[config.mk]
export PLATFORM = sky130hd
export DESIGN_NAME = morse_code_encoder_top_flat
export DESIGN_NICKNAME = d
export VERILOG_FILES = /design/src/design/mce_pkg.sv /design/src/design/mce_if.sv /design/src/design/mce_front.sv /design/src/design/mce_fifo.sv /design/src/design/mce_back.sv /design/src/design/morse_code_encoder_top.sv /design/src/flat_wrapper.sv
export SDC_FILE = /design/constraint.sdc
export NUM_CORES = 1
export LEC_CHECK = 0
export BUFFER_PORTS_ARGS = -buffer_cell sky130_fd_sc_hd__buf_2
export CAP_MARGIN = 5
export CORE_ASPECT_RATIO = 1.2
export CORE_MARGIN = 8
export CORE_UTILIZATION = 44
export DETAILED_ROUTE_END_ITERATION = 6
export HOLD_SLACK_MARGIN = 0.15
export PLACE_DENSITY_LB_ADDON = 0.2
export RECOVER_POWER = 25
export SLEW_MARGIN = 20
export SYNTH_ARGS = -nofsm -noshare
export SYNTH_HDL_FRONTEND = slang
export SYNTH_SLANG_ARGS = --single-unit
[constraint.sdc]
create_clock -name clock -period 2.9 [get_ports clock]
set_input_delay 0.145 -clock clock [delete_from_list [all_inputs] [get_ports clock]]
set_output_delay 0.145 -clock clock [all_outputs]
set_load 0.1 [all_outputs]
[src/design/mce_pkg.sv]
// ----------------------------------------------------------------------------
// Morse code encoder package
// Shared types, register indexes and the character code table.
// ----------------------------------------------------------------------------
package mce_pkg;

   localparam int CHAR_W    = 8;
   localparam int UNITS_W   = 4;
   localparam int LEN_W     = 3;
   localparam int PAT_W     = 6;
   localparam int CSR_IDX_W = 4;
   localparam int CSR_DAT_W = 8;

   localparam logic [CSR_IDX_W-1:0] CSR_DOT_UNITS  = 4'd0;
   localparam logic [CSR_IDX_W-1:0] CSR_DASH_UNITS = 4'd1;

   localparam logic [UNITS_W-1:0] DOT_UNITS_RESET  = 4'd3;
   localparam logic [UNITS_W-1:0] DASH_UNITS_RESET = 4'd7;

   localparam logic [CHAR_W-1:0] LOWER_A    = 8'h61;
   localparam logic [CHAR_W-1:0] LOWER_Z    = 8'h7A;
   localparam logic [CHAR_W-1:0] CASE_DELTA = 8'h20;

   // Elements left aligned, first element in the top bit; 1 is a dash.
   typedef struct packed {
      logic [LEN_W-1:0] len;
      logic [PAT_W-1:0] pattern;
   } sym_type;

   typedef struct packed {
      logic    hit;
      sym_type sym;
   } lookup_type;

   typedef struct packed {
      logic full;
      logic empty;
   } fifo_status_type;

   function automatic lookup_type code_lookup(input logic [CHAR_W-1:0] ch);
      lookup_type res;
      res.hit = 1'b1;
      res.sym = '0;
      case (ch)
         8'h41: res.sym = '{3'd2, 6'b010000}; // A
         8'h42: res.sym = '{3'd4, 6'b100000}; // B
         8'h43: res.sym = '{3'd4, 6'b101000}; // C
         8'h44: res.sym = '{3'd3, 6'b100000}; // D
         8'h45: res.sym = '{3'd1, 6'b000000}; // E
         8'h46: res.sym = '{3'd4, 6'b001000}; // F
         8'h47: res.sym = '{3'd3, 6'b110000}; // G
         8'h48: res.sym = '{3'd4, 6'b000000}; // H
         8'h49: res.sym = '{3'd2, 6'b000000}; // I
         8'h4A: res.sym = '{3'd4, 6'b011100}; // J
         8'h4B: res.sym = '{3'd3, 6'b101000}; // K
         8'h4C: res.sym = '{3'd4, 6'b010000}; // L
         8'h4D: res.sym = '{3'd2, 6'b110000}; // M
         8'h4E: res.sym = '{3'd2, 6'b100000}; // N
         8'h4F: res.sym = '{3'd3, 6'b111000}; // O
         8'h50: res.sym = '{3'd4, 6'b011000}; // P
         8'h51: res.sym = '{3'd4, 6'b110100}; // Q
         8'h52: res.sym = '{3'd3, 6'b010000}; // R
         8'h53: res.sym = '{3'd3, 6'b000000}; // S
         8'h54: res.sym = '{3'd1, 6'b100000}; // T
         8'h55: res.sym = '{3'd3, 6'b001000}; // U
         8'h56: res.sym = '{3'd4, 6'b000100}; // V
         8'h57: res.sym = '{3'd3, 6'b011000}; // W
         8'h58: res.sym = '{3'd4, 6'b100100}; // X
         8'h59: res.sym = '{3'd4, 6'b101100}; // Y
         8'h5A: res.sym = '{3'd4, 6'b110000}; // Z
         8'h31: res.sym = '{3'd5, 6'b011110}; // 1
         8'h32: res.sym = '{3'd5, 6'b001110}; // 2
         8'h33: res.sym = '{3'd5, 6'b000110}; // 3
         8'h34: res.sym = '{3'd5, 6'b000010}; // 4
         8'h35: res.sym = '{3'd5, 6'b000000}; // 5
         8'h36: res.sym = '{3'd5, 6'b100000}; // 6
         8'h37: res.sym = '{3'd5, 6'b110000}; // 7
         8'h38: res.sym = '{3'd5, 6'b111000}; // 8
         8'h39: res.sym = '{3'd5, 6'b111100}; // 9
         8'h30: res.sym = '{3'd5, 6'b111110}; // 0
         8'h2E: res.sym = '{3'd6, 6'b010101}; // period
         8'h2C: res.sym = '{3'd6, 6'b110011}; // comma
         8'h2F: res.sym = '{3'd5, 6'b100100}; // slash
         8'h40: res.sym = '{3'd6, 6'b011010}; // at sign
         8'h3F: res.sym = '{3'd6, 6'b001100}; // question mark
         default: res.hit = 1'b0;
      endcase
      return res;
   endfunction

endpackage

[src/design/mce_if.sv]
// ----------------------------------------------------------------------------
// Morse code encoder channel interfaces
// Valid/ready channels for characters, elements and register writes.
// ----------------------------------------------------------------------------
interface mce_req_if;
   logic                       valid;
   logic                       ready;
   logic [mce_pkg::CHAR_W-1:0] character;
   modport source (output valid, output character, input ready);
   modport sink   (input valid, input character, output ready);
endinterface

interface mce_rsp_if;
   logic                        valid;
   logic                        ready;
   logic                        is_dash;
   logic [mce_pkg::UNITS_W-1:0] duration_units;
   logic [mce_pkg::LEN_W-1:0]   symbol_length;
   logic                        last;
   modport source (output valid, output is_dash, output duration_units,
                   output symbol_length, output last, input ready);
   modport sink   (input valid, input is_dash, input duration_units,
                   input symbol_length, input last, output ready);
endinterface

interface mce_csr_if;
   logic                          valid;
   logic                          ready;
   logic [mce_pkg::CSR_IDX_W-1:0] index;
   logic [mce_pkg::CSR_DAT_W-1:0] data;
   modport source (output valid, output index, output data, input ready);
   modport sink   (input valid, input index, input data, output ready);
endinterface

[src/design/mce_front.sv]
// ----------------------------------------------------------------------------
// Morse code encoder front end
// Folds case, looks up the code and queues symbols; drops unknown characters.
// ----------------------------------------------------------------------------
module mce_front (
   mce_req_if.sink                    req,
   input  mce_pkg::fifo_status_type   fifo_status,
   output logic                       push,
   output mce_pkg::sym_type           push_sym
);
   import mce_pkg::*;

   logic [CHAR_W-1:0] upper_char;
   lookup_type        entry;

   always_comb begin
      upper_char = req.character;
      if (req.character >= LOWER_A && req.character <= LOWER_Z) begin
         upper_char = req.character - CASE_DELTA;
      end
      entry = code_lookup(upper_char);
   end

   // Unknown characters are accepted and dropped without a queue entry.
   assign req.ready = !fifo_status.full;
   assign push      = req.valid && !fifo_status.full && entry.hit;
   assign push_sym  = entry.sym;

endmodule

[src/design/mce_fifo.sv]
// ----------------------------------------------------------------------------
// Morse code encoder symbol queue
// Two-entry queue between the front end and the element sequencer.
// ----------------------------------------------------------------------------
module mce_fifo (
   input  logic                       clock,
   input  logic                       reset,
   input  logic                       push,
   input  mce_pkg::sym_type           push_sym,
   input  logic                       pop,
   output mce_pkg::sym_type           pop_sym,
   output mce_pkg::fifo_status_type   status
);
   import mce_pkg::*;

   sym_type    mem_ff [2];
   logic       wr_ptr_ff, wr_ptr_in;
   logic       rd_ptr_ff, rd_ptr_in;
   logic [1:0] count_ff, count_in;

   always_comb begin
      wr_ptr_in = wr_ptr_ff ^ push;
      rd_ptr_in = rd_ptr_ff ^ pop;
      count_in  = count_ff + {1'b0, push} - {1'b0, pop};
   end

   always_ff @(posedge clock) begin
      if (reset) begin
         wr_ptr_ff <= 1'b0;
         rd_ptr_ff <= 1'b0;
         count_ff  <= 2'd0;
      end else begin
         wr_ptr_ff <= wr_ptr_in;
         rd_ptr_ff <= rd_ptr_in;
         count_ff  <= count_in;
      end
   end

   always_ff @(posedge clock) begin
      if (push) begin
         mem_ff[wr_ptr_ff] <= push_sym;
      end
   end

   assign pop_sym      = mem_ff[rd_ptr_ff];
   assign status.full  = count_ff[1];
   assign status.empty = (count_ff == 2'd0);

endmodule

[src/design/mce_back.sv]
// ----------------------------------------------------------------------------
// Morse code encoder element sequencer
// Shifts out one element per transaction into a registered result stage.
// ----------------------------------------------------------------------------
module mce_back (
   input  logic                        clock,
   input  logic                        reset,
   input  mce_pkg::fifo_status_type    fifo_status,
   input  mce_pkg::sym_type            pop_sym,
   output logic                        pop,
   input  logic [mce_pkg::UNITS_W-1:0] dot_units,
   input  logic [mce_pkg::UNITS_W-1:0] dash_units,
   mce_rsp_if.source                   rsp
);
   import mce_pkg::*;

   logic               busy_ff, busy_in;
   logic [PAT_W-1:0]   pat_ff, pat_in;
   logic [LEN_W-1:0]   rem_ff, rem_in;
   logic [LEN_W-1:0]   len_ff, len_in;
   logic               out_valid_ff, out_valid_in;
   logic               is_dash_ff;
   logic [UNITS_W-1:0] duration_ff;
   logic [LEN_W-1:0]   symlen_ff;
   logic               last_ff;
   logic               advance;
   logic               final_elem;

   always_comb begin
      advance    = busy_ff && (!out_valid_ff || rsp.ready);
      final_elem = (rem_ff == LEN_W'(1));
      // Take the next symbol as soon as the current one sends its last element.
      pop        = !fifo_status.empty && (!busy_ff || (advance && final_elem));

      busy_in = busy_ff;
      pat_in  = pat_ff;
      rem_in  = rem_ff;
      len_in  = len_ff;
      if (pop) begin
         busy_in = 1'b1;
         pat_in  = pop_sym.pattern;
         rem_in  = pop_sym.len;
         len_in  = pop_sym.len;
      end else if (advance) begin
         busy_in = !final_elem;
         pat_in  = {pat_ff[PAT_W-2:0], 1'b0};
         rem_in  = rem_ff - LEN_W'(1);
      end

      out_valid_in = out_valid_ff;
      if (advance) begin
         out_valid_in = 1'b1;
      end else if (rsp.ready) begin
         out_valid_in = 1'b0;
      end
   end

   always_ff @(posedge clock) begin
      if (reset) begin
         busy_ff      <= 1'b0;
         out_valid_ff <= 1'b0;
      end else begin
         busy_ff      <= busy_in;
         out_valid_ff <= out_valid_in;
      end
   end

   always_ff @(posedge clock) begin
      pat_ff <= pat_in;
      rem_ff <= rem_in;
      len_ff <= len_in;
      if (advance) begin
         is_dash_ff  <= pat_ff[PAT_W-1];
         duration_ff <= pat_ff[PAT_W-1] ? dash_units : dot_units;
         symlen_ff   <= len_ff;
         last_ff     <= final_elem;
      end
   end

   assign rsp.valid          = out_valid_ff;
   assign rsp.is_dash        = is_dash_ff;
   assign rsp.duration_units = duration_ff;
   assign rsp.symbol_length  = symlen_ff;
   assign rsp.last           = last_ff;

endmodule

[src/design/morse_code_encoder_top.sv]
// ----------------------------------------------------------------------------
// Morse code encoder top level
// Path: an accepted character passes the symbol queue, the sequencer's shift
// register and its output register before its first element shows. Throughput:
// one element per cycle while symbols are queued and the element channel is not stalled; a code has 1 to 6 elements.
// Reset: synchronous; clears the queue and sequencer, sets dot/dash to 3/7.
// ----------------------------------------------------------------------------
module morse_code_encoder_top (
   input logic       clock,
   input logic       reset,
   mce_req_if.sink   req_bus,
   mce_rsp_if.source rsp_bus,
   mce_csr_if.sink   csr_bus
);
   import mce_pkg::*;

   logic [UNITS_W-1:0] dot_units_ff, dot_units_in;
   logic [UNITS_W-1:0] dash_units_ff, dash_units_in;
   fifo_status_type    fifo_status;
   logic               push;
   sym_type            push_sym;
   logic               pop;
   sym_type            pop_sym;

   // Register writes are always taken; unknown indexes are dropped.
   assign csr_bus.ready = 1'b1;

   always_comb begin
      dot_units_in  = dot_units_ff;
      dash_units_in = dash_units_ff;
      if (csr_bus.valid) begin
         if (csr_bus.index == CSR_DOT_UNITS) begin
            dot_units_in = csr_bus.data[UNITS_W-1:0];
         end else if (csr_bus.index == CSR_DASH_UNITS) begin
            dash_units_in = csr_bus.data[UNITS_W-1:0];
         end
      end
   end

   always_ff @(posedge clock) begin
      if (reset) begin
         dot_units_ff  <= DOT_UNITS_RESET;
         dash_units_ff <= DASH_UNITS_RESET;
      end else begin
         dot_units_ff  <= dot_units_in;
         dash_units_ff <= dash_units_in;
      end
   end

   mce_front u_front (
      .req         (req_bus),
      .fifo_status (fifo_status),
      .push        (push),
      .push_sym    (push_sym)
   );

   mce_fifo u_fifo (
      .clock    (clock),
      .reset    (reset),
      .push     (push),
      .push_sym (push_sym),
      .pop      (pop),
      .pop_sym  (pop_sym),
      .status   (fifo_status)
   );

   mce_back u_back (
      .clock       (clock),
      .reset       (reset),
      .fifo_status (fifo_status),
      .pop_sym     (pop_sym),
      .pop         (pop),
      .dot_units   (dot_units_ff),
      .dash_units  (dash_units_ff),
      .rsp         (rsp_bus)
   );

endmodule

[src/flat_wrapper.sv]
// flat-port wrapper written by rule: the top's interface ports become plain ports
module morse_code_encoder_top_flat import mce_pkg::*;
  (clock, reset, req_bus_valid, req_bus_character, req_bus_ready, rsp_bus_valid, rsp_bus_is_dash, rsp_bus_duration_units, rsp_bus_symbol_length, rsp_bus_last, rsp_bus_ready, csr_bus_valid, csr_bus_index, csr_bus_data, csr_bus_ready);
  mce_req_if req_bus_i ();
  mce_rsp_if rsp_bus_i ();
  mce_csr_if csr_bus_i ();
  input logic clock;
  input logic reset;
  input wire logic [$bits(req_bus_i.valid)-1:0] req_bus_valid;
  input wire logic [$bits(req_bus_i.character)-1:0] req_bus_character;
  output wire logic [$bits(req_bus_i.ready)-1:0] req_bus_ready;
  output wire logic [$bits(rsp_bus_i.valid)-1:0] rsp_bus_valid;
  output wire logic [$bits(rsp_bus_i.is_dash)-1:0] rsp_bus_is_dash;
  output wire logic [$bits(rsp_bus_i.duration_units)-1:0] rsp_bus_duration_units;
  output wire logic [$bits(rsp_bus_i.symbol_length)-1:0] rsp_bus_symbol_length;
  output wire logic [$bits(rsp_bus_i.last)-1:0] rsp_bus_last;
  input wire logic [$bits(rsp_bus_i.ready)-1:0] rsp_bus_ready;
  input wire logic [$bits(csr_bus_i.valid)-1:0] csr_bus_valid;
  input wire logic [$bits(csr_bus_i.index)-1:0] csr_bus_index;
  input wire logic [$bits(csr_bus_i.data)-1:0] csr_bus_data;
  output wire logic [$bits(csr_bus_i.ready)-1:0] csr_bus_ready;
  assign req_bus_i.valid = req_bus_valid;
  assign req_bus_i.character = req_bus_character;
  assign req_bus_ready = req_bus_i.ready;
  assign rsp_bus_valid = rsp_bus_i.valid;
  assign rsp_bus_is_dash = rsp_bus_i.is_dash;
  assign rsp_bus_duration_units = rsp_bus_i.duration_units;
  assign rsp_bus_symbol_length = rsp_bus_i.symbol_length;
  assign rsp_bus_last = rsp_bus_i.last;
  assign rsp_bus_i.ready = rsp_bus_ready;
  assign csr_bus_i.valid = csr_bus_valid;
  assign csr_bus_i.index = csr_bus_index;
  assign csr_bus_i.data = csr_bus_data;
  assign csr_bus_ready = csr_bus_i.ready;
  morse_code_encoder_top u_core (.clock(clock), .reset(reset), .req_bus(req_bus_i), .rsp_bus(rsp_bus_i), .csr_bus(csr_bus_i));
endmodule
# Word-level counts from Yosys, hierarchy flattened
# Memory sizes are Yosys's and may differ from the RTL's. A register that Yosys moved wholly into a read port is not among the register bits.
# Cells that the tools add are included.
[totals]
regBits = 35
inputBits = 25
out_inout_bits = 12
mem_bits_rw = 18
mem_count = 1
[memory_table]
columns = ["memory", "depth", "word_bits", "read_ports", "rd_clocked_by_memory_dff", "write_ports", "line_no", "source"]
rows = [
  ["u_core.u_fifo.mem_ff", 2, 9, 1, 1, 1, "mce_fifo.sv:16", "sym_type mem_ff [2];"],
]
[classes]
n_eq_ne = 43
muxes = 15
magnitude_cmp = 2
n_reduce_logical = 20
bitwise_logic = 3
add_sub_neg = 4
[op_table]
columns = ["operator", "count"]
rows = [
  ["$pmux 9 s41", 1],
  ["$eq 8x7->1 const B", 27],
  ["$eq 8x6->1 const B", 14],
  ["$reduce_or 41->1", 1],
  ["$mux 6", 2],
  ["$ge 8x7->1 const B", 1],
  ["$le 8x7->1 const B", 1],
  ["$mux 1", 8],
  ["$mux 8", 1],
  ["$sub 8x6->8 const B", 1],
  ["$logic_and 1x1->1", 6],
  ["$mux 3", 2],
  ["$logic_not 1->1", 5],
  ["$eq 4x1->1 const B", 1],
  ["$logic_not 4->1", 1],
  ["$mux 4", 1],
  ["$reduce_bool 2->1", 2],
  ["$eq 3x1->1 const B", 1],
  ["$reduce_and 3->1", 1],
  ["$sub 3x1->3 const B", 1],
  ["$add 2x1->2", 1],
  ["$logic_not 2->1", 1],
  ["$logic_or 1x1->1", 2],
  ["$reduce_and 2->1", 1],
  ["other kinds (3)", 4],
]

# Logic depth before layout (Yosys ltp)
[depth]
ltp_word = 9
ltp_mapped = 13
depth_no_buf = 12

# Modules after synthesis
# Synthesis repeated with hierarchy kept, for this count alone.
[hier_totals]
cells_unflattened = 268
hier_area_um2 = 2905.3
[modules_own_cells]
columns = ["module", "area_each_um2", "seq_area_each_um2", "cells_per_inst", "instances"]
rows = [
  ["mce_back", 1021.0, 670.6, 72, 1],
  ["mce_fifo", 854.6, 620.6, 47, 1],
  ["mce_front", 661.9, 0.0, 113, 1],
  ["morse_code_encoder_top", 367.9, 160.2, 36, 1],
]

# Least setup slack after synthesis
# OpenSTA, ideal clock, no wires.
[synth_path]
path_kind = "flip-flop to flip-flop"
from = "register u_core.u_back.out_valid_ff (netlist: u_core.u_back.rsp.valid)"
to = "register u_core.u_fifo.count_ff[1]"
slack_ns = -0.041
arrival_time_ns = 2.814
path_stages_with_launch = 12
setup_time_ns = 0.126
cell_sequence = "dfxtp_1 nand2b_1 a21o_1 o21ai_1 clkbuf_1 inv_1 ha_1 inv_1 ha_1 xnor2_1 xnor2_1 nor2_1"
[synth_between]
elab_chain_len = 7
[synth_rtl]
columns = ["element", "line_no", "source"]
rows = [
  ["start: declaration", "mce_back.sv:21", "logic out_valid_ff, out_valid_in;"],
  ["start signal: assignment", "mce_back.sv:64", "out_valid_ff <= out_valid_in;"],
  ["$logic_not 1->1", "mce_back.sv:30", "advance = busy_ff && (!out_valid_ff || rsp.ready);"],
  ["$logic_or 1x1->1", "mce_back.sv:30", ""],
  ["$logic_and 1x1->1", "mce_back.sv:30", ""],
  ["$logic_and 1x1->1", "mce_back.sv:33", "pop = !fifo_status.empty && (!busy_ff || (advance && final_elem));"],
  ["$logic_or 1x1->1", "mce_back.sv:33", ""],
  ["$logic_and 1x1->1", "mce_back.sv:33", ""],
  ["named net u_core.pop", "morse_code_encoder_top.sv:22", "logic pop;"],
  ["$sub 2x1->2", "mce_fifo.sv:24", "count_in = count_ff + {1'b0, push} - {1'b0, pop};"],
  ["end signal: assignment", "mce_fifo.sv:35", "count_ff <= count_in;"],
  ["end: declaration", "mce_fifo.sv:19", "logic [1:0] count_ff, count_in;"],
]
# The timed path passes the listed nets, and every way through them passes these cells.
# A chain may end at the register's enable or synchronous reset.

# Worst setup path in the final report
[layout_path]
from = "input port req_bus_character[5]"
to = "memory u_core.u_fifo.mem_ff[1][2] (netlist bit) (enable)"
[layout_between]
elab_chain_len = 9
elab_cells_between_ends = 51
[layout_rtl]
columns = ["element", "line_no", "source"]
rows = [
  ["start: declaration", "flat_wrapper.sv:10", "input wire logic [$bits(req_bus_i.character)-1:0] req_bus_character;"],
  ["$ge 8x7->1 / $le 8x7->1 (equally long branches)", "mce_front.sv:18", "if (req.character >= LOWER_A && req.character <= LOWER_Z) begin"],
  ["$logic_and 1x1->1", "mce_front.sv:18", ""],
  ["$mux 8 *", "mce_front.sv:18", ""],
  ["$eq 8x6->1 / $eq 8x7->1 (equally long branches)", "mce_pkg.sv:44", "case (ch)"],
  ["$reduce_or 41->1 (no line) *", "-", ""],
  ["$mux 1 *", "mce_pkg.sv:44", ""],
  ["$logic_and 1x1->1 *", "mce_front.sv:26", "assign push = req.valid && !fifo_status.full && entry.hit;"],
  ["$mux 1 *", "mce_fifo.sv:40", "if (push) begin"],
  ["$mux 1 (not written as such) *", "mce_fifo.sv:41", "mem_ff[wr_ptr_ff] <= push_sym;"],
  ["end: declaration", "mce_fifo.sv:16", ""],
]
# Every way passes the cells marked *; elsewhere a longest branch is shown, timed or not.

==> summary.md <==
| Metric | Value |
|---|---|
| Port Buf Inserts | 31 |
| Critical path launch point type | input pin |
| Max Freq | between 400 and 500 MHz |
| Worst EP required | 2.86 ns |
| Final period utilization | 73.9% |
| Core Area | about 6100 sq um |
| Total gr overflow | 0 |
| Syn Nets | 299 |
| Post-Synth XOR/XNOR Area | 1.26% |
| CTS clk-pin slew, worst paths | about 0.09 ns |
| Vias in the first global route | 1921 |
| Max-Cap Viols | 0 |
| Critical path data arrival time | 2.10 ns |
| Post-synthesis sequential area ratio | between 50 and 60% |
| Ys Warns | 0 |
| WL/cell | between 10 and 15 um |
| Pwr/cell area | a little over 800 nW/um^2 |
| Worst path max stage delay | 0.42 ns |
| Num Clock Sinks | 53 |
| Area contributors post-synth | edfxtp_1, dfxtp_1, mux2_2 |
| GRT Total Usage | 12.5% |
| Initial DRT Pass Iterations | 4 |
| Post-synthesis adder-cell area fraction | 3.14% |
| DRT antenna net count | 0 |
| DP HPWL | about 4.0 mm |
| Routed wl met3 | 228 um |
| Slew HR | 22.3% |
| NumNets Final | 329 |
| Gpl congestion | 0.916 |
| Die width | 88.6 um |
| Final hold viol count | 0 |
| CTS Buf Count | 5 |
| Clock skew | 0.00283 ns |
| Clk_lat worst skew | 0.30 ns |
| Largest net degree at the start of global routing | 24 |
| Min-delay worst type | input pin to register |
| Leakage power total | ~1.2 nW |
| Synth-to-layout area growth | 13.2% |
| Longest Clk Path Bufs | 2 |
| Drt total wl | about 5.3 mm |
| First-pass GRT wire length | ~9 mm |
| DRC errors left | 0 |
| Largest family of logic cells by synthesized area | compound AO/OA/AOI/OAI gates |
| Status | complete, no violations |
| Final Setup Violations | 0 |
| RSZ-0062 raised after global routing | false |
| Avg Inst Size Synth | 10.4 sq um |
| Length of routed met2 wiring | 2.70 mm |
| Resized Gates After CTS | 0 |
| CP dominant cell by count | ha_1 |
| Initial antenna violation count | 0 |
| CTS tree | yes |
| Final instance area | roughly 3200 sq um |
| Mux cell area share after synthesis | 6.87% |
| Starting DRT DRC Count | 78 |
| Synthesized instance count | 267 |
| WS Path Type | input pin to register |
| Crit path max fanout | 9 |
| Setup TNS | 0 ns |
| Row count | 31 |
| Worst vdd ir | 0.416 mV |
| Flops & latches, synth | 53 |
| Pins Over Slew Limit | 0 |
| Area leader, netlist | edfxtp_1 |
| Post-synthesis compound-gate area fraction | 17.7% |
| Clock root cell | clkbuf_8 |
| Met1 WL | approximately 2.3 mm |
| Synth Cell Area | 2790 sq um |
| Fillers | 568 |
| Post-synth top area share | between 40% and 50% |
| Post-Place Cell Area | between 3000 and 4000 sq um |
| Least-Margin Pin Slew | 1.17 ns |
| Top layer in use | met4 |
| Synth Flop Type | edfxtp_1 |
| Die Ht | 103 um |
| Via/cell ratio | 5.39 |
| CP Capture Type | register |
| Die Area | 9140 sq um |
| # IOs | 37 |
| CTS H-tree depth | 2 |
| Ant. Diodes | 0 |
| Simple-gate portion of the synthesized area | 14.1% |
| Synth cell types | slightly above 50 |
| Post-synth ARST share | 0% |
| Post-synth EDFFs | 39 |
| Slowest CP cell | ha_1 |
| Via count | between 2000 and 2500 |
| Initial Util | 45.7% |
| Share of layout cells above drive strength 1 | 16.1% |
| Crit path time final | 2.14 ns |
| CP cell instances | buf_2 -> inv_2 -> ha_1 -> o31ai_1 -> o41a_1 -> and3_1 -> o21a_1 -> o211a_1 -> ha_1 |
-- flip-flops by register name, summed over array words and instances, names as in the netlist --
signal	cells
u_core.u_fifo.mem_ff	18
u_core.u_back.pat_ff	6
u_core.dash_units_ff	4
u_core.dot_units_ff	4
u_core.u_back.rsp.duration_units	4
u_core.u_back.len_ff	3
u_core.u_back.rem_ff	3
u_core.u_back.rsp.symbol_length	3
u_core.u_fifo.count_ff	2
u_core.u_back.busy_ff	1
u_core.u_back.rsp.is_dash	1
u_core.u_back.rsp.last	1
u_core.u_back.rsp.valid	1
u_core.u_fifo.rd_ptr_ff	1
u_core.u_fifo.wr_ptr_ff	1
-- final cells by class --
type,count,area [sq um],share of cell area (%)
Timing Repair Buffer,41,231,7.34
Inverter,15,56.3,1.79
Sequential cell,53,1450,46.0
Clock buffer,7,108,3.41
Clock inverter,1,7.51,0.238
Multi-Input combinational cell,181,1190,37.9
Tap cell,82,103,3.26
-- critical path: cells and delay by family --
kind | cells | cell delay, ns
AO/OA/AOI/OAI | 4 | 0.88
buffers and inverters | 2 | 0.18
AND/OR/NAND/NOR | 1 | 0.18
adder cells (fa/ha/maj) | 2 | 0.70
-- where the power goes --
part           internal [mW]  total [mW]  switching (mW)
Clock                  0.246       0.473           0.227
Sequential              1.06        1.14          0.0813
Combinational          0.284       0.971           0.687
-- routing by layer --
| metal | global-route usage [%] | vias to the layer above |
|---|---|---|
| met4 | 5.22 | 0 |
| met1 | 14.6 | 954 |
| li1 | - | 1041 |
| met5 | 0 | - |
| met3 | 2.07 | 8 |
| met2 | 21.9 | 44 |
-- cell usage after synthesis (all sizes together), types with 4 or more instances --
library cell	instances
o22ai	4
a22oi	4
nor3	4
ha	7
inv	15
o21ai	20
nand3	6
nor2b	8
dfxtp	14
nand2b	8
edfxtp	39
nand2	21
mux2i	9
nor2	16
buf	7
a211oi	4
a31oi	4
mux2	9
a21oi	14
clkbuf	11
-- kinds of logic (layout without fill, tap and decap cells) --
family	Yosys count	count (layout)
DFF	53	53
xor gates and xnor gates	4	4
other	1	1
AOI/OAI and AO/OA	74	74
and+or+nand+nor	77	77
adders and majority gates	7	7
buffers and inverters	33	64
muxes	18	18
-- layout by cell type, fill, tap and decap left out, types with 9 or more instances in the layout --
cell type  count
nor2_1        16
mux2_2         9
dfxtp_1       14
buf_2         24
edfxtp_1      39
o21ai_0       19
inv_1         14
nand2_1       21
mux2i_1        9
a21oi_1       14
-- through the flow --
stage | utilization [%] | total power, mW | instances | worst slack, ns | hold slack [ns]
3_3_place_gp | 49.5 | 2.14 | 368 | 0.431 | 0.366
2_1_floorplan | - | 1.96 | 267 | 0.291 | 0.217
3_5_place_dp | 49.5 | 2.15 | 368 | 0.435 | 0.375
5_1_grt | 51.8 | 2.74 | 380 | 0.575 | 0.164
4_1_cts | 52.0 | 2.62 | 380 | 0.750 | 0.156
6_report | 51.8 | 2.59 | 380 | 0.757 | 0.159
-- path summary, 6_finish.rpt --
check | startpoint | to | cells after the start | slack, ns
setup / recovery | req_bus_character[5] | u_core.u_fifo.mem_ff[1][2] | 9 | 0.76
hold / removal | csr_bus_index[0] | u_core.dash_units_ff[3] | 3 | 0.16
setup reg to reg | u_core.u_back.rem_ff[0] | u_core.u_fifo.count_ff[1] | 11 | 0.81
hold reg to reg | u_core.u_back.len_ff[0] | u_core.u_back.rsp.symbol_length[0] | 0 | 0.43
-- timing repair --
item	CTS	global route
buffers inserted	0	0
hold buffers	4	0
endpoints found under the hold margin	8	0
No activity file was read; power rests on OpenSTA's default activity.
